--- src/design/afw_pkg.sv ---
// ----------------------------------------------------------------------------
// afw_pkg
// types, constants and lookup tables of the amr frame walker
// ----------------------------------------------------------------------------
`default_nettype none

package afw_pkg;

    localparam int MAGIC_LEN      = 6;
    localparam int SEEN_W         = 3;
    localparam int LEN_W          = 5;
    localparam int MS_PER_FRAME   = 20;
    localparam int MS_PER_SEC     = 1000;
    localparam int FRAMES_PER_SEC = MS_PER_SEC / MS_PER_FRAME;
    localparam int SUB_W          = $clog2(FRAMES_PER_SEC);
    localparam int FC_OUT_W       = 16;
    localparam int DUR_W          = 11;
    localparam int OUT_COUNT_MAX  = 65535;

    // one classified byte handed from the front to the back
    typedef struct packed {
        logic [LEN_W-1:0] len;
        logic             clear_walk;
        logic             is_last;
        logic             hdr;
        logic             long_file;
    } t_item;

    typedef struct packed {
        logic [FC_OUT_W-1:0] frame_count;
        logic [DUR_W-1:0]    duration_seconds;
        logic                header_found;
        logic                walk_stopped;
    } t_result;

    // "#!AMR\n"
    function automatic logic [7:0] magic_byte(input logic [SEEN_W-1:0] idx);
        logic [7:0] b;
        unique case (idx)
            3'd0:    b = 8'h23;
            3'd1:    b = 8'h21;
            3'd2:    b = 8'h41;
            3'd3:    b = 8'h4D;
            3'd4:    b = 8'h52;
            3'd5:    b = 8'h0A;
            default: b = 8'h00;
        endcase
        return b;
    endfunction

    // data bytes that follow a frame header, by mode
    function automatic logic [LEN_W-1:0] mode_len(input logic [3:0] mode);
        logic [LEN_W-1:0] n;
        unique case (mode)
            4'd0:    n = 5'd12;
            4'd1:    n = 5'd13;
            4'd2:    n = 5'd15;
            4'd3:    n = 5'd17;
            4'd4:    n = 5'd19;
            4'd5:    n = 5'd20;
            4'd6:    n = 5'd26;
            4'd7:    n = 5'd31;
            4'd8:    n = 5'd5;
            default: n = 5'd0;
        endcase
        return n;
    endfunction

endpackage

`default_nettype wire

--- src/design/afw_fifo.sv ---
// ----------------------------------------------------------------------------
// afw_fifo
// two-entry queue of classified items between front and back
// ----------------------------------------------------------------------------
`default_nettype none

module afw_fifo (
    input  wire logic           i_clk,
    input  wire logic           i_rst_n,
    input  wire logic           i_push,
    input  wire afw_pkg::t_item i_item,
    output logic                o_full,
    input  wire logic           i_pop,
    output afw_pkg::t_item      o_item,
    output logic                o_not_empty
);

    afw_pkg::t_item r_mem [2];
    logic           r_wr_ptr;
    logic           r_rd_ptr;
    logic [1:0]     r_count;

    always_ff @(posedge i_clk) begin
        if (!i_rst_n) begin
            r_wr_ptr <= 1'b0;
            r_rd_ptr <= 1'b0;
            r_count  <= 2'd0;
        end else begin
            if (i_push) r_wr_ptr <= ~r_wr_ptr;
            if (i_pop)  r_rd_ptr <= ~r_rd_ptr;
            case ({i_push, i_pop})
                2'b10:   r_count <= r_count + 2'd1;
                2'b01:   r_count <= r_count - 2'd1;
                default: r_count <= r_count;
            endcase
        end
    end

    always_ff @(posedge i_clk) begin
        if (i_push) r_mem[r_wr_ptr] <= i_item;
    end

    assign o_full      = r_count == 2'd2;
    assign o_not_empty = r_count != 2'd0;
    assign o_item      = r_mem[r_rd_ptr];

endmodule

`default_nettype wire

--- src/design/afw_front.sv ---
// ----------------------------------------------------------------------------
// afw_front
// accepts file bytes, checks the magic and looks up the mode length
// ----------------------------------------------------------------------------
`default_nettype none

module afw_front (
    input  wire logic       i_clk,
    input  wire logic       i_rst_n,
    input  wire logic       i_valid,
    output logic            o_ready,
    input  wire logic [7:0] i_file_byte,
    input  wire logic       i_is_last,
    input  wire logic       i_q_full,
    output logic            o_push,
    output afw_pkg::t_item  o_item
);

    localparam logic [afw_pkg::SEEN_W-1:0] SeenMax = '1;

    logic [afw_pkg::SEEN_W-1:0] r_seen;
    logic                       r_match;
    logic [afw_pkg::SEEN_W-1:0] n_seen;
    logic                       n_match;
    logic                       accept;

    assign o_ready = !i_q_full;
    assign accept  = i_valid && o_ready;
    assign o_push  = accept;

    always_comb begin
        n_match = r_match;
        if (r_seen < afw_pkg::SEEN_W'(afw_pkg::MAGIC_LEN)
            && i_file_byte != afw_pkg::magic_byte(r_seen)) begin
            n_match = 1'b0;
        end
        n_seen = (r_seen == SeenMax) ? SeenMax : r_seen + 1'b1;
    end

    always_comb begin
        o_item.len        = afw_pkg::mode_len(i_file_byte[6:3]);
        // sixth byte completes the magic: the walk restarts after it
        o_item.clear_walk = (r_seen == afw_pkg::SEEN_W'(afw_pkg::MAGIC_LEN - 1)) && n_match;
        o_item.is_last    = i_is_last;
        o_item.hdr        = (n_seen >= afw_pkg::SEEN_W'(afw_pkg::MAGIC_LEN)) && n_match;
        o_item.long_file  = n_seen == SeenMax;
    end

    always_ff @(posedge i_clk) begin
        if (!i_rst_n) begin
            r_seen  <= '0;
            r_match <= 1'b1;
        end else if (accept) begin
            if (i_is_last) begin
                r_seen  <= '0;
                r_match <= 1'b1;
            end else begin
                r_seen  <= n_seen;
                r_match <= n_match;
            end
        end
    end

endmodule

`default_nettype wire

--- src/design/afw_back.sv ---
// ----------------------------------------------------------------------------
// afw_back
// walks frames, counts complete ones and holds the result register
// ----------------------------------------------------------------------------
`default_nettype none

module afw_back #(
    parameter int COUNT_WIDTH = 16
) (
    input  wire logic           i_clk,
    input  wire logic           i_rst_n,
    input  wire logic           i_q_valid,
    input  wire afw_pkg::t_item i_item,
    output logic                o_pop,
    output logic                o_valid,
    input  wire logic           i_ready,
    output afw_pkg::t_result    o_result
);

    localparam logic [COUNT_WIDTH-1:0]     CountMax = '1;
    localparam logic [afw_pkg::DUR_W-1:0]  DurMax   = '1;
    localparam logic [afw_pkg::SUB_W-1:0]  SubLast  =
        afw_pkg::SUB_W'(afw_pkg::FRAMES_PER_SEC - 1);

    logic [afw_pkg::LEN_W-1:0] r_left,   n_left;
    logic                      r_stop,   n_stop;
    logic [COUNT_WIDTH-1:0]    r_frames, n_frames;
    // frames modulo one second, and whole seconds rounded up
    logic [afw_pkg::SUB_W-1:0] r_sub,    n_sub;
    logic [afw_pkg::DUR_W-1:0] r_dur,    n_dur;
    logic                      r_out_valid;
    afw_pkg::t_result          r_result;
    afw_pkg::t_result          n_result;
    logic [31:0]               frames_wide;

    assign o_pop = i_q_valid && (!i_item.is_last || !r_out_valid || i_ready);

    always_comb begin
        n_left   = r_left;
        n_stop   = r_stop;
        n_frames = r_frames;
        n_sub    = r_sub;
        n_dur    = r_dur;
        if (!r_stop) begin
            if (r_left == '0) begin
                if (i_item.len == '0) n_stop = 1'b1;
                else                  n_left = i_item.len;
            end else begin
                n_left = r_left - 1'b1;
                if (n_left == '0 && r_frames != CountMax) begin
                    n_frames = r_frames + 1'b1;
                    if (r_sub == '0 && r_dur != DurMax) n_dur = r_dur + 1'b1;
                    n_sub = (r_sub == SubLast) ? '0 : r_sub + 1'b1;
                end
            end
        end
        if (i_item.clear_walk) begin
            n_left   = '0;
            n_stop   = 1'b0;
            n_frames = '0;
            n_sub    = '0;
            n_dur    = '0;
        end
    end

    always_comb begin
        frames_wide = 32'(n_frames);
        n_result.header_found = i_item.hdr;
        if (i_item.long_file) begin
            n_result.frame_count = (frames_wide > 32'(afw_pkg::OUT_COUNT_MAX))
                ? afw_pkg::FC_OUT_W'(afw_pkg::OUT_COUNT_MAX)
                : frames_wide[afw_pkg::FC_OUT_W-1:0];
            n_result.duration_seconds = n_dur;
            n_result.walk_stopped     = n_stop;
        end else begin
            n_result.frame_count      = '0;
            n_result.duration_seconds = '0;
            n_result.walk_stopped     = 1'b0;
        end
    end

    always_ff @(posedge i_clk) begin
        if (!i_rst_n) begin
            r_left      <= '0;
            r_stop      <= 1'b0;
            r_frames    <= '0;
            r_sub       <= '0;
            r_dur       <= '0;
            r_out_valid <= 1'b0;
        end else begin
            if (o_pop) begin
                if (i_item.is_last) begin
                    r_left   <= '0;
                    r_stop   <= 1'b0;
                    r_frames <= '0;
                    r_sub    <= '0;
                    r_dur    <= '0;
                end else begin
                    r_left   <= n_left;
                    r_stop   <= n_stop;
                    r_frames <= n_frames;
                    r_sub    <= n_sub;
                    r_dur    <= n_dur;
                end
            end
            if (o_pop && i_item.is_last) r_out_valid <= 1'b1;
            else if (i_ready)            r_out_valid <= 1'b0;
        end
    end

    always_ff @(posedge i_clk) begin
        if (o_pop && i_item.is_last) r_result <= n_result;
    end

    assign o_valid  = r_out_valid;
    assign o_result = r_result;

endmodule

`default_nettype wire

--- src/design/amr_frame_walker_duration.sv ---
// ----------------------------------------------------------------------------
// amr_frame_walker_duration
// walks an amr-nb storage file byte by byte and reports frames and duration
//
//   channel  dir  handshake           payload
//   byte     in   i_valid / o_ready   i_file_byte, i_is_last
//   result   out  o_valid / i_ready   o_frame_count, o_duration_seconds,
//                                     o_header_found, o_walk_stopped
//
// one byte per cycle while the queue is not full; the front classifies a
// byte in its accept cycle, the back consumes it from a two-entry queue
// the result register loads as the last byte leaves the queue
// o_ready drops only when the queue is full, i.e. a result is held by i_ready
// synchronous active-low reset clears the walk, the queue and the result valid
// ----------------------------------------------------------------------------
`default_nettype none

module amr_frame_walker_duration #(
    parameter int COUNT_WIDTH = 16
) (
    input  wire logic        i_clk,
    input  wire logic        i_rst_n,
    input  wire logic        i_valid,
    output logic             o_ready,
    input  wire logic [7:0]  i_file_byte,
    input  wire logic        i_is_last,
    output logic             o_valid,
    input  wire logic        i_ready,
    output logic [15:0]      o_frame_count,
    output logic [10:0]      o_duration_seconds,
    output logic             o_header_found,
    output logic             o_walk_stopped
);

    afw_pkg::t_item   push_item;
    afw_pkg::t_item   pop_item;
    afw_pkg::t_result result;
    logic             push;
    logic             pop;
    logic             q_full;
    logic             q_not_empty;

    afw_front u_front (
        .i_clk       (i_clk),
        .i_rst_n     (i_rst_n),
        .i_valid     (i_valid),
        .o_ready     (o_ready),
        .i_file_byte (i_file_byte),
        .i_is_last   (i_is_last),
        .i_q_full    (q_full),
        .o_push      (push),
        .o_item      (push_item)
    );

    afw_fifo u_fifo (
        .i_clk       (i_clk),
        .i_rst_n     (i_rst_n),
        .i_push      (push),
        .i_item      (push_item),
        .o_full      (q_full),
        .i_pop       (pop),
        .o_item      (pop_item),
        .o_not_empty (q_not_empty)
    );

    afw_back #(
        .COUNT_WIDTH (COUNT_WIDTH)
    ) u_back (
        .i_clk     (i_clk),
        .i_rst_n   (i_rst_n),
        .i_q_valid (q_not_empty),
        .i_item    (pop_item),
        .o_pop     (pop),
        .o_valid   (o_valid),
        .i_ready   (i_ready),
        .o_result  (result)
    );

    assign o_frame_count      = result.frame_count;
    assign o_duration_seconds = result.duration_seconds;
    assign o_header_found     = result.header_found;
    assign o_walk_stopped     = result.walk_stopped;

endmodule

`default_nettype wire

--- config.mk ---
export PLATFORM = sky130hd
export DESIGN_NAME = amr_frame_walker_duration
export DESIGN_NICKNAME = d
export VERILOG_FILES = /design/src/design/afw_pkg.sv /design/src/design/afw_fifo.sv /design/src/design/afw_front.sv /design/src/design/afw_back.sv /design/src/design/amr_frame_walker_duration.sv
export SDC_FILE = /design/constraint.sdc
export NUM_CORES = 1
export LEC_CHECK = 0
export BUFFER_PORTS_ARGS = -buffer_cell sky130_fd_sc_hd__buf_2
export CELL_PAD_IN_SITES_DETAIL_PLACEMENT = 1
export CELL_PAD_IN_SITES_GLOBAL_PLACEMENT = 2
export CORE_UTILIZATION = 38
export CTS_CLUSTER_SIZE = 25
export DETAILED_ROUTE_END_ITERATION = 6
export GPL_ROUTABILITY_DRIVEN = 0
export PLACE_DENSITY = 0.8
export SYNTH_ARGS = -nofsm -noshare
export SYNTH_HDL_FRONTEND = slang
export SYNTH_SLANG_ARGS = --single-unit
export TNS_END_PERCENT = 100
--- constraint.sdc ---
create_clock -name i_clk -period 3 [get_ports i_clk]
set_input_delay 0.15 -clock i_clk [delete_from_list [all_inputs] [get_ports i_clk]]
set_output_delay 0.15 -clock i_clk [all_outputs]
set_load 0.05 [all_outputs]
# Word-level counts from Yosys, hierarchy flattened
# Memory sizes are Yosys's and may differ from the RTL's. A register that Yosys moved wholly into a read port is not among the register bits.
# Cells that the tools add are included.
dict set report word_totals {
  register_bits 77
  inputBits 13
  n_memories 2
  ramBits 18
  mem_bits_ro 80
  word_cells 108
  output_inout_bits 31
}
# memory words word_bits read_ports rd_clocked_by_memory_dff wr line_no
set memory_table {}
lappend memory_table {{(name not given)} 16 5 1 0 0 afw_pkg.sv:54} ;# unique case (mode)
lappend memory_table {u_fifo.r_mem 2 9 1 1 1 afw_fifo.sv:18} ;# afw_pkg::t_item r_mem [2];
dict set report op_classes {
  n_reduce_logical 24
  bitwise_logic 2
  n_lt_le_gt_ge 2
  add_sub_neg 7
  n_eq_ne 17
  muxes 39
}
# cell count
set ops {}
lappend ops {{$mux W16} 5}
lappend ops {{$mux W11} 6}
lappend ops {{$pmux W7 S6} 1}
lappend ops {{$mux W6} 6}
lappend ops {{$mux W5} 5}
lappend ops {{$add A16 B1 Y16 const B} 1}
lappend ops {{$ne A16 B16 Y1 const B} 1}
lappend ops {{$logic_not A5 Y1} 3}
lappend ops {{$mux W1} 13}
lappend ops {{$eq A3 B3 Y1 const B} 4}
lappend ops {{$add A11 B1 Y11 const B} 1}
lappend ops {{$ne A11 B11 Y1 const B} 1}
lappend ops {{$logic_and A1 B1 Y1} 8}
lappend ops {{$ne A8 B7 Y1} 1}
lappend ops {{$add A6 B1 Y6 const B} 1}
lappend ops {{$eq A3 B2 Y1 const B} 2}
lappend ops {{$eq A6 B6 Y1 const B} 1}
lappend ops {{$logic_not A6 Y1} 1}
lappend ops {{$mux W3} 2}
lappend ops {{$ne A3 B2 Y1 const B} 2}
lappend ops {{$reduce_bool A2 Y1} 3}
lappend ops {{$sub A5 B1 Y5 const B} 1}
lappend ops {{$eq A2 B2 Y1 const B} 2}
lappend ops {{$ne A4 B3 Y1 const B} 1}
lappend ops {{other kinds (15)} 19}

# Logic depth before layout (Yosys ltp)
# Gate-level depths: netlist of run 1.
dict set report logic_depth {
  word_depth 8
  ltp_mapped 9
  ltp_nobuf 8
}

# Modules after synthesis
# A second synthesis of run 1 with hierarchy kept.
dict set report unflattened {
  hier_cells 534
  hier_area_um2 5113.7
}
# mod cells_each n_inst area_per_inst_um2 seq_area_each_um2
set by_module_without_submodules {}
lappend by_module_without_submodules {afw_back 404 1 3651.0 1671.6}
lappend by_module_without_submodules {afw_fifo 50 1 865.8 640.6}
lappend by_module_without_submodules {afw_front 80 1 596.8 80.1}

# Least setup slack after synthesis of run 1
# No wires, ideal clock.
dict set report synth_timing {
  path_type {reg2reg}
  from {reg with a tool-made name}
  to {reg u_back.r_result, in the netlist u_back.o_result[0], enable pin}
  path_buffers 1
  period_less_slack_ns 2.579
  required_ns 2.585
  t_arrival_ns 2.164
  setup_ns 0.415
  stages_incl_launch_ff 5
  setup_slack_ns 0.421
  path_cell_list {dfxtp_1 buf_2 mux2i_1 o22ai_2 nor2_1}
}
# item line_no
set synth_rtl {}
lappend synth_rtl {{end signal: assignment} afw_back.sv:112} ;# if (o_pop && i_item.is_last) r_result <= n_result;
lappend synth_rtl {{end: declaration} afw_back.sv:32} ;# afw_pkg::t_result r_result;

# Worst setup path after layout of run 1
dict set report layout_timing {
  from {reg u_back.r_left[0] in the netlist's numbering}
  to {reg u_back.r_result, in the netlist u_back.o_result[10], data pin}
}
dict set report layout_between {
  elab_chain_cells 7
  elab_cells_between_ends 8
  classes_between {add/sub (1); mux (4); reduce/logical (3)}
}
# item line_no
set layout_rtl {}
lappend layout_rtl {{start: declaration} afw_back.sv:25} ;# logic [afw_pkg::LEN_W-1:0] r_left, n_left;
lappend layout_rtl {{start signal: assignment} afw_back.sv:99} ;# r_left <= n_left;
lappend layout_rtl {{$sub A5 B1 Y5} afw_back.sv:49} ;# n_left = r_left - 1'b1;
lappend layout_rtl {{$logic_not A5 Y1} afw_back.sv:50} ;# if (n_left == '0 && r_frames != CountMax) begin
lappend layout_rtl {{$logic_and A1 B1 Y1} afw_back.sv:50}
lappend layout_rtl {{$mux W11} afw_back.sv:50}
lappend layout_rtl {{$mux W11 (*)} afw_back.sv:45} ;# if (r_left == '0) begin
lappend layout_rtl {{$mux W11 (*)} afw_back.sv:44} ;# if (!r_stop) begin
lappend layout_rtl {{$mux W11 (*)} afw_back.sv:57} ;# if (i_item.clear_walk) begin
# Every way passes the cells marked *; elsewhere a longest branch is shown, timed or not.
# A chain may end at the register's enable or synchronous reset.

==> run_summary.xml, run 1 <==
<?xml version="1.0" encoding="UTF-8"?>
<metrics>
  <group name="outcome">
    <metric name="status" unit="">finished, final reports clean</metric>
  </group>
  <group name="yosys">
    <metric name="net_count_after_synthesis" unit="">571</metric>
    <metric name="number_of_synthesized_flops_with_an_enable_pin" unit="">47</metric>
    <metric name="synth.ff_latch_count" unit="">96</metric>
    <metric name="syn_avg_cell_area" unit="um2">9.43</metric>
    <metric name="synthXorXnorAreaFrac" unit="">0.0496</metric>
    <metric name="postSynth.asyncResetShare" unit="">0</metric>
    <metric name="synthMuxAreaShare" unit="">0.0200</metric>
    <metric name="yosysSeqAreaShare" unit="">0.467</metric>
    <metric name="ys.flop_type" unit="">dfxtp_1</metric>
    <metric name="mappedNetlistArea" unit="mm2">0.00512</metric>
    <metric name="yosys.area_share.adder" unit="">0.0366</metric>
    <metric name="synth_compound_gate_area_share" unit="">0.157</metric>
    <metric name="ys_warn_count" unit="">0</metric>
    <metric name="synthCells" unit="">543</metric>
    <metric name="synthSimpleGateAreaFrac" unit="">0.224</metric>
    <metric name="post_synth_num_cell_types" unit="">71</metric>
    <metric name="combinational_family_with_the_most_area_after_synthesis" unit="">simple AND/OR/NAND/NOR gates</metric>
  </group>
  <group name="worst_setup_path">
    <metric name="worst_reg_to_reg_setup_slack" unit="ps">340</metric>
    <metric name="worst-r2r-cell-count" unit="">8</metric>
    <metric name="timing.critical_path.fanout_max" unit="">12</metric>
    <metric name="crit_required" unit="ps">3200</metric>
    <metric name="arrival" unit="ps">2860</metric>
    <metric name="criticalPathCategory" unit="">reg -&gt; reg</metric>
    <metric name="start_kind" unit="">flip-flop</metric>
    <metric name="crit-reg2reg-capture" unit="">u_back.o_result[10]</metric>
    <metric name="worst_r2r_startpoint" unit="">u_back.r_left[0]</metric>
    <metric name="timing.critical_path.to_type" unit="">flip-flop</metric>
  </group>
  <group name="floorplanning">
    <metric name="die-width" unit="um">118</metric>
    <metric name="core_footprint" unit="mm2">0.0132</metric>
    <metric name="row_count" unit="">42</metric>
    <metric name="pin_count" unit="">44</metric>
    <metric name="initial_utilization" unit="">0.388</metric>
    <metric name="die_footprint" unit="mm2">0.0139</metric>
    <metric name="die-height" unit="um">118</metric>
  </group>
  <group name="cts">
    <metric name="worst_setup_hold_path_clk_slew" unit="ps">60</metric>
    <metric name="worstSkewPairLatency" unit="ps">350</metric>
    <metric name="ctsLongestPathBuffers" unit="">2</metric>
    <metric name="root_buffer" unit="">clkbuf_16</metric>
    <metric name="cts.repair.resized" unit="">0</metric>
    <metric name="tritoncts" unit="">built</metric>
    <metric name="cts.sink_count" unit="">96</metric>
    <metric name="cts_made_buffers" unit="">9</metric>
    <metric name="cts.htree.levels" unit="">3</metric>
  </group>
  <group name="route">
    <metric name="detail_route.drc_violations" unit="">0</metric>
    <metric name="drt-wirelength-per-cell" unit="um">15.8</metric>
    <metric name="detailed_router_iteration_count_before_antenna_repair" unit="">4</metric>
    <metric name="count_of_vias_placed_by_the_detailed_router" unit="">4141</metric>
    <metric name="detailedRoute.firstIterationViolations" unit="">186</metric>
    <metric name="antenna_left" unit="">0</metric>
    <metric name="finalWirelength" unit="mm">12.0</metric>
    <metric name="avgViaCountPerCell" unit="">5.48</metric>
  </group>
  <group name="timing">
    <metric name="number_of_hold_slack_violations_in_the_final_timing_report" unit="">0</metric>
    <metric name="fin_tns_setup" unit="ps">0</metric>
    <metric name="worst-slew-pin-transition" unit="ps">840</metric>
    <metric name="finClkSkew" unit="ps">6.01</metric>
    <metric name="timing.slew.headroom" unit="">0.438</metric>
    <metric name="setup-violations-final" unit="">0</metric>
    <metric name="setup_repair_after_global_routing_missed_its_margin" unit="">false</metric>
    <metric name="slew_viol_final" unit="">0</metric>
    <metric name="fmax" unit="MHz">376</metric>
    <metric name="final.hold.worst_slack" unit="ps">47.9</metric>
    <metric name="min_period" unit="ps">2660</metric>
    <metric name="layout_worst_path_cycle_share" unit="">0.886</metric>
  </group>
  <group name="placement">
    <metric name="io_buffer_count" unit="">43</metric>
    <metric name="final_hpwl_dp" unit="mm">8.60</metric>
    <metric name="placed_area" unit="mm2">0.00547</metric>
  </group>
  <group name="global_routing">
    <metric name="globalRouteTotalUtil" unit="">0.183</metric>
    <metric name="grt_start_max_net_pins" unit="">37</metric>
    <metric name="grt_first_pass_wirelength" unit="mm">20.5</metric>
    <metric name="first_global_vias" unit="">4253</metric>
    <metric name="initial_antenna_violation_count" unit="">0</metric>
    <metric name="grt.overflow.total" unit="">0</metric>
  </group>
  <group name="power_and_ir_drop">
    <metric name="power.ir.vdd_worst" unit="mV">0.353</metric>
    <metric name="power.internal" unit="mW">2.56</metric>
    <metric name="power.clock.fraction" unit="">0.248</metric>
    <metric name="seqPwrFrac" unit="">0.414</metric>
    <metric name="power.net_switching" unit="mW">1.59</metric>
    <metric name="switching_share" unit="">0.383</metric>
    <metric name="power" unit="mW">4.14</metric>
    <metric name="leak" unit="nW">1.99</metric>
    <metric name="power_density" unit="mW/mm2">723</metric>
    <metric name="share_comb_of_total_power" unit="">0.338</metric>
  </group>
  <group name="cells_and_area">
    <metric name="fin_area" unit="mm2">0.00573</metric>
    <metric name="most-common-layout-cells" unit="">nor2_1, dfxtp_1, edfxtp_1</metric>
    <metric name="final_layout_size_suffix_gt1_frac" unit="">0.145</metric>
    <metric name="final_nets" unit="">603</metric>
    <metric name="leading_cell_type_in_the_layout_fill_and_taps_excluded" unit="">nor2_1</metric>
    <metric name="antenna-diode-count" unit="">0</metric>
    <metric name="num-fill-cells" unit="">1525</metric>
    <metric name="area_growth" unit="%">11.9</metric>
  </group>
  <group name="flow_run">
    <metric name="maxCapViolCount" unit="">0</metric>
  </group>
  <group name="worst_hold_path">
    <metric name="timing.hold.worst.class" unit="">in -&gt; reg</metric>
    <metric name="holdCritStartpoint" unit="">i_is_last</metric>
    <metric name="hold-path-cell-count" unit="">1</metric>
    <metric name="holdPathEnd" unit="">u_fifo.r_mem[1][2]</metric>
  </group>
</metrics>
synthesized netlist by cell type, drive strengths merged (7+ instances only):
library cell	n	area, um2
nor2	53	204
dfxtp	49	981
edfxtp	47	1410
nand2	45	169
a21oi	34	174
nand3	26	135
o21ai	26	138
inv	22	82.6
xnor2	20	175
a31oi	19	119
buf	16	96.3
clkbuf	15	56.3
ha	15	188
nand4	15	109
nor3	15	75.1
or3	15	93.8
xor2	9	78.8
and2	8	50.1
mux2i	8	80.1
nand2b	7	43.8
how the worst max path moves through the flow:
stage	to	from	slack, ps
after global placement	u_back.o_result[11]	u_back.r_left[0]	320
after detailed placement	u_back.o_result[11]	u_back.r_left[0]	180
final	u_back.o_result[10]	u_back.r_left[0]	340
after floorplan	u_back.o_result[0]	flip-flop	420
after global routing	u_back.o_result[10]	u_back.r_left[0]	80
after CTS	u_back.o_result[11]	u_back.r_left[0]	150
power groups by stage:
stage               combinational (mW)  sequential, mW  clock, mW
finish                            1.40            1.71       1.03
floorplan                        0.745            2.05          0
global placement                  1.40            1.74          0
CTS                               1.43            1.72       1.06
detailed placement                1.42            1.75          0
global route                      1.54            1.74       1.10
stage by stage:
stage | std cells | util | setup slack [ps]
after floorplan | 543 | - | 421
after global placement | 738 | 0.415 | 320
after detailed placement | 738 | 0.415 | 177
after CTS | 754 | 0.434 | 149
after global routing | 756 | 0.435 | 84.9
final | 756 | 0.435 | 342
routing by layer:
layer,vias to the layer above,GRT usage,share of wire
met5,-,0,0
met4,0,0.0769,0.017
met3,13,0.0266,0.023
met2,54,0.334,0.52
met1,2031,0.212,0.44
li1,2043,-,-
registers in the layout, summed over array words and instances, names as in the netlist, named ones only:
signal           cells
u_back.o_result     29
u_fifo.r_mem        18
u_back.r_frames     16
u_back.r_dur        11
u_back.r_sub         6
u_back.r_left        5
u_front.r_seen       3
u_fifo.r_count       2
u_back.o_valid       1
u_back.r_stop        1
u_fifo.r_rd_ptr      1
u_fifo.r_wr_ptr      1
u_front.r_match      1
worst max-delay path, cell delays in order (launching register included):
cell      delay [ps]
dfxtp_1          430
inv_1             70
ha_1             240
nand2b_1         170
nand4_1          200
a21oi_2          390
nand3_2          330
or4_1            550
a21oi_1          150
cell type report:
| class | instances | area, um2 | area share |
|---|---|---|---|
| Clock buffer | 15 | 248 | 0.0432 |
| Clock inverter | 1 | 3.75 | 0.000655 |
| Inverter | 22 | 82.6 | 0.0144 |
| Multi-Input combinational cell | 394 | 2500 | 0.437 |
| Sequential cell | 96 | 2390 | 0.417 |
| Tap cell | 176 | 220 | 0.0384 |
| Timing Repair Buffer | 52 | 283 | 0.0493 |
cell families (layout without fill, tap and decap cells):
kind of cell,count (synthesis),after routing
mux,10,10
fa+ha+maj,15,15
compound gates,122,122
buf+inv,53,90
xor+xnor,29,29
flops,96,96
simple gates,218,218
timing repair:
item / CTS / global route
hold buffers: 0 / 0
setup endpoints to repair: 0 / 5
setup buffers: 0 / 2
Note: power is estimated with default switching activity, not from simulation.
==> run 2, diff against run 1 <==
SYNTH_HIERARCHICAL = 1   (was unset)
==> run 2 against run 1 <==
Against the previous run: combinational power increased by 4%; die area decreased by 0.17%; final area increased by 2.0%; via count increased by 1.5%; global-route usage increased by 1.7 points; area after synthesis decreased by 0.17%; total power increased by 4.0%; clock skew increased by 1.0 ps; critical path depth unchanged; non-clock buffer count increased by 3; flip-flop and latch count unchanged; highest routed layer unchanged.
==> run_summary.xml, run 2 <==
<?xml version="1.0" encoding="UTF-8"?>
<metrics>
  <group name="worst_setup_path">
    <metric name="critical-path-top-delay-family" unit="">simple AND/OR/NAND/NOR gates</metric>
    <metric name="cp_slowest_stage_delay" unit="ps">560</metric>
    <metric name="critical_path.n_buffers_inverters" unit="">1</metric>
    <metric name="crit_required" unit="ps">3210</metric>
    <metric name="startpoint" unit="">u_back/r_left[0]</metric>
    <metric name="crit_slowest_cell" unit="">or4b_4</metric>
    <metric name="criticalPathCategory" unit="">reg -&gt; reg</metric>
    <metric name="start_kind" unit="">flip-flop</metric>
    <metric name="timing.critical_path.to_type" unit="">flip-flop</metric>
    <metric name="worst_r2r_startpoint" unit="">u_back/r_left[0]</metric>
    <metric name="arrival" unit="ps">3010</metric>
    <metric name="crit_chain" unit="">inv_1, ha_1, xor2_1, or4b_4, a311oi_4, nand3_4, or4_1, o21ai_1</metric>
    <metric name="timing.critical_path.fanout_max" unit="">10</metric>
  </group>
  <group name="timing">
    <metric name="layout_worst_path_cycle_share" unit="">0.931</metric>
    <metric name="worst-slew-pin-transition" unit="ps">970</metric>
    <metric name="finClkSkew" unit="ps">7.01</metric>
    <metric name="fin_tns_setup" unit="ps">0</metric>
    <metric name="fmax" unit="MHz">358</metric>
    <metric name="setup-violations-final" unit="">0</metric>
    <metric name="timing.slew.headroom" unit="">0.351</metric>
    <metric name="number_of_hold_slack_violations_in_the_final_timing_report" unit="">0</metric>
    <metric name="slew_viol_final" unit="">0</metric>
    <metric name="min_period" unit="ps">2790</metric>
    <metric name="setup_repair_after_global_routing_missed_its_margin" unit="">false</metric>
  </group>
  <group name="yosys">
    <metric name="net_count_after_synthesis" unit="">562</metric>
    <metric name="synthTopCellsByCount" unit="">nor2_1, dfxtp_1, edfxtp_1, nand2_1, o21ai_0</metric>
    <metric name="number_of_synthesized_flops_with_an_enable_pin" unit="">47</metric>
    <metric name="synth.largest_area_cell" unit="">edfxtp_1</metric>
    <metric name="ys_warn_count" unit="">6</metric>
    <metric name="synthCells" unit="">534</metric>
    <metric name="mappedNetlistArea" unit="mm2">0.00511</metric>
    <metric name="synthTopCellsByArea" unit="">edfxtp_1, dfxtp_1, nor2_1</metric>
    <metric name="post_synth_num_cell_types" unit="">69</metric>
    <metric name="yosysMostFrequentCell" unit="">nor2_1</metric>
    <metric name="synth_top_area_share" unit="">0.276</metric>
    <metric name="synth.ff_latch_count" unit="">96</metric>
    <metric name="yosysSeqAreaShare" unit="">0.468</metric>
    <metric name="ys.flop_type" unit="">dfxtp_1</metric>
    <metric name="syn_avg_cell_area" unit="um2">9.58</metric>
    <metric name="postSynth.asyncResetShare" unit="">0</metric>
  </group>
  <group name="global_routing">
    <metric name="globalRouteTotalUtil" unit="">0.199</metric>
    <metric name="initial_antenna_violation_count" unit="">0</metric>
    <metric name="grt.overflow.total" unit="">0</metric>
    <metric name="grt_first_pass_wirelength" unit="mm">22.0</metric>
    <metric name="first_global_vias" unit="">4272</metric>
    <metric name="grt_start_max_net_pins" unit="">30</metric>
  </group>
  <group name="cells_and_area">
    <metric name="largest_register_ff_count" unit="">29</metric>
    <metric name="final_nets" unit="">604</metric>
    <metric name="most-common-layout-cells" unit="">nor2_1, dfxtp_1, nand2_1, edfxtp_1, buf_2</metric>
    <metric name="antenna-diode-count" unit="">0</metric>
    <metric name="final_layout_size_suffix_gt1_frac" unit="">0.167</metric>
    <metric name="fin_area" unit="mm2">0.00585</metric>
    <metric name="leading_cell_type_in_the_layout_fill_and_taps_excluded" unit="">nor2_1</metric>
    <metric name="area_growth" unit="%">14.4</metric>
  </group>
  <group name="worst_hold_path">
    <metric name="timing.hold.worst.class" unit="">in -&gt; reg</metric>
    <metric name="holdCritStartpoint" unit="">i_is_last</metric>
  </group>
  <group name="cts">
    <metric name="cts.htree.levels" unit="">3</metric>
    <metric name="postCtsSetupBuffers" unit="">0</metric>
    <metric name="root_buffer" unit="">clkbuf_16</metric>
    <metric name="cts_made_buffers" unit="">9</metric>
    <metric name="tritoncts" unit="">built</metric>
    <metric name="cts.repair.resized" unit="">0</metric>
    <metric name="worstSkewPairLatency" unit="ps">350</metric>
    <metric name="ctsLongestPathBuffers" unit="">2</metric>
    <metric name="postCtsHoldBufs" unit="">0</metric>
    <metric name="cts.sink_count" unit="">96</metric>
    <metric name="worst_setup_hold_path_clk_slew" unit="ps">70</metric>
  </group>
  <group name="placement">
    <metric name="io_buffer_count" unit="">43</metric>
    <metric name="final_hpwl_dp" unit="mm">9.61</metric>
    <metric name="placed_area" unit="mm2">0.00553</metric>
  </group>
  <group name="outcome">
    <metric name="status" unit="">finished, final reports clean</metric>
  </group>
  <group name="route">
    <metric name="detailed_router_iteration_count_before_antenna_repair" unit="">4</metric>
    <metric name="count_of_vias_placed_by_the_detailed_router" unit="">4204</metric>
    <metric name="avgViaCountPerCell" unit="">5.55</metric>
    <metric name="detail_route.drc_violations" unit="">0</metric>
    <metric name="antenna_left" unit="">0</metric>
    <metric name="drt-wirelength-per-cell" unit="um">17.6</metric>
    <metric name="finalWirelength" unit="mm">13.4</metric>
    <metric name="detailedRoute.firstIterationViolations" unit="">246</metric>
  </group>
  <group name="power_and_ir_drop">
    <metric name="power.ir.vdd_worst" unit="mV">0.417</metric>
    <metric name="power_density" unit="mW/mm2">737</metric>
    <metric name="leak" unit="nW">2.06</metric>
    <metric name="power" unit="mW">4.31</metric>
  </group>
  <group name="floorplanning">
    <metric name="row_count" unit="">42</metric>
    <metric name="pin_count" unit="">44</metric>
    <metric name="die-width" unit="um">118</metric>
    <metric name="die_footprint" unit="mm2">0.0139</metric>
    <metric name="core_footprint" unit="mm2">0.0132</metric>
    <metric name="initial_utilization" unit="">0.388</metric>
    <metric name="die-height" unit="um">118</metric>
  </group>
  <group name="flow_run">
    <metric name="maxCapViolCount" unit="">0</metric>
  </group>
</metrics>
run 2: cell count changes after synthesis, moves of 5 or more:
cell      before  now
mux2_2         2    9
a32oi_1        5    0
o31ai_1        1    7
nor2_1        51   66
nor2b_1        6    1
o211ai_1       4    9
or3_1         15    5
a21oi_1       33   19
a31oi_1       19   10
run 2: kinds of logic after synthesis:
kind of cell | share of synthesized area
AO/OA/AOI/OAI | 0.149
XOR/XNOR | 0.0497
adder cells (fa/ha/maj) | 0.0367
buffers and inverters | 0.0365
flip-flops | 0.468
multiplexers | 0.0276
AND/OR/NAND/NOR | 0.232
run 2: cell type report:
type | instances | area [um2]
multi-input combinational | 394 | 2550
clock buffer | 15 | 299
fill | 1534 | 7340
sequential | 96 | 2390
inverter | 20 | 76.3
timing repair buffer | 55 | 305
clock inverter | 1 | 7.51
tap | 176 | 220
run 2: layer usage:
layer / GRT usage / routed length (um) / share of wire / vias to the layer above
met2: 0.342 / 6600 / 0.49 / 53
met1: 0.252 / 6250 / 0.47 / 2094
met3: 0.0286 / 301 / 0.023 / 14
li1: - / - / - / 2043
met4: 0.0785 / 199 / 0.015 / 0
met5: 0 / 0 / 0 / -
run 2: final timing paths:
check	to	slack (ps)	cells after the start
setup / recovery	u_back/o_result[10]	210	8
hold / removal	u_fifo/r_mem[0][2]	40	1
setup reg to reg	u_back/o_result[10]	210	8
hold reg to reg	u_back/r_sub[1]	500	2
run 2: power breakdown:
| part | switching (mW) | internal [mW] |
|---|---|---|
| Sequential | 0.0946 | 1.59 |
| Combinational | 1.05 | 0.397 |
| Clock | 0.495 | 0.682 |
run 2: stage by stage:
stage | hold WS [ps] | std cells | worst slack, ps | utilization
finish | 39.1 | 757 | 206 | 0.443
global route | 47.5 | 757 | 79.0 | 0.443
CTS | 29.5 | 757 | 113 | 0.442
detailed placement | 402 | 741 | 181 | 0.419
global placement | 400 | 741 | 316 | 0.419
floorplan | 268 | 534 | 488 | -
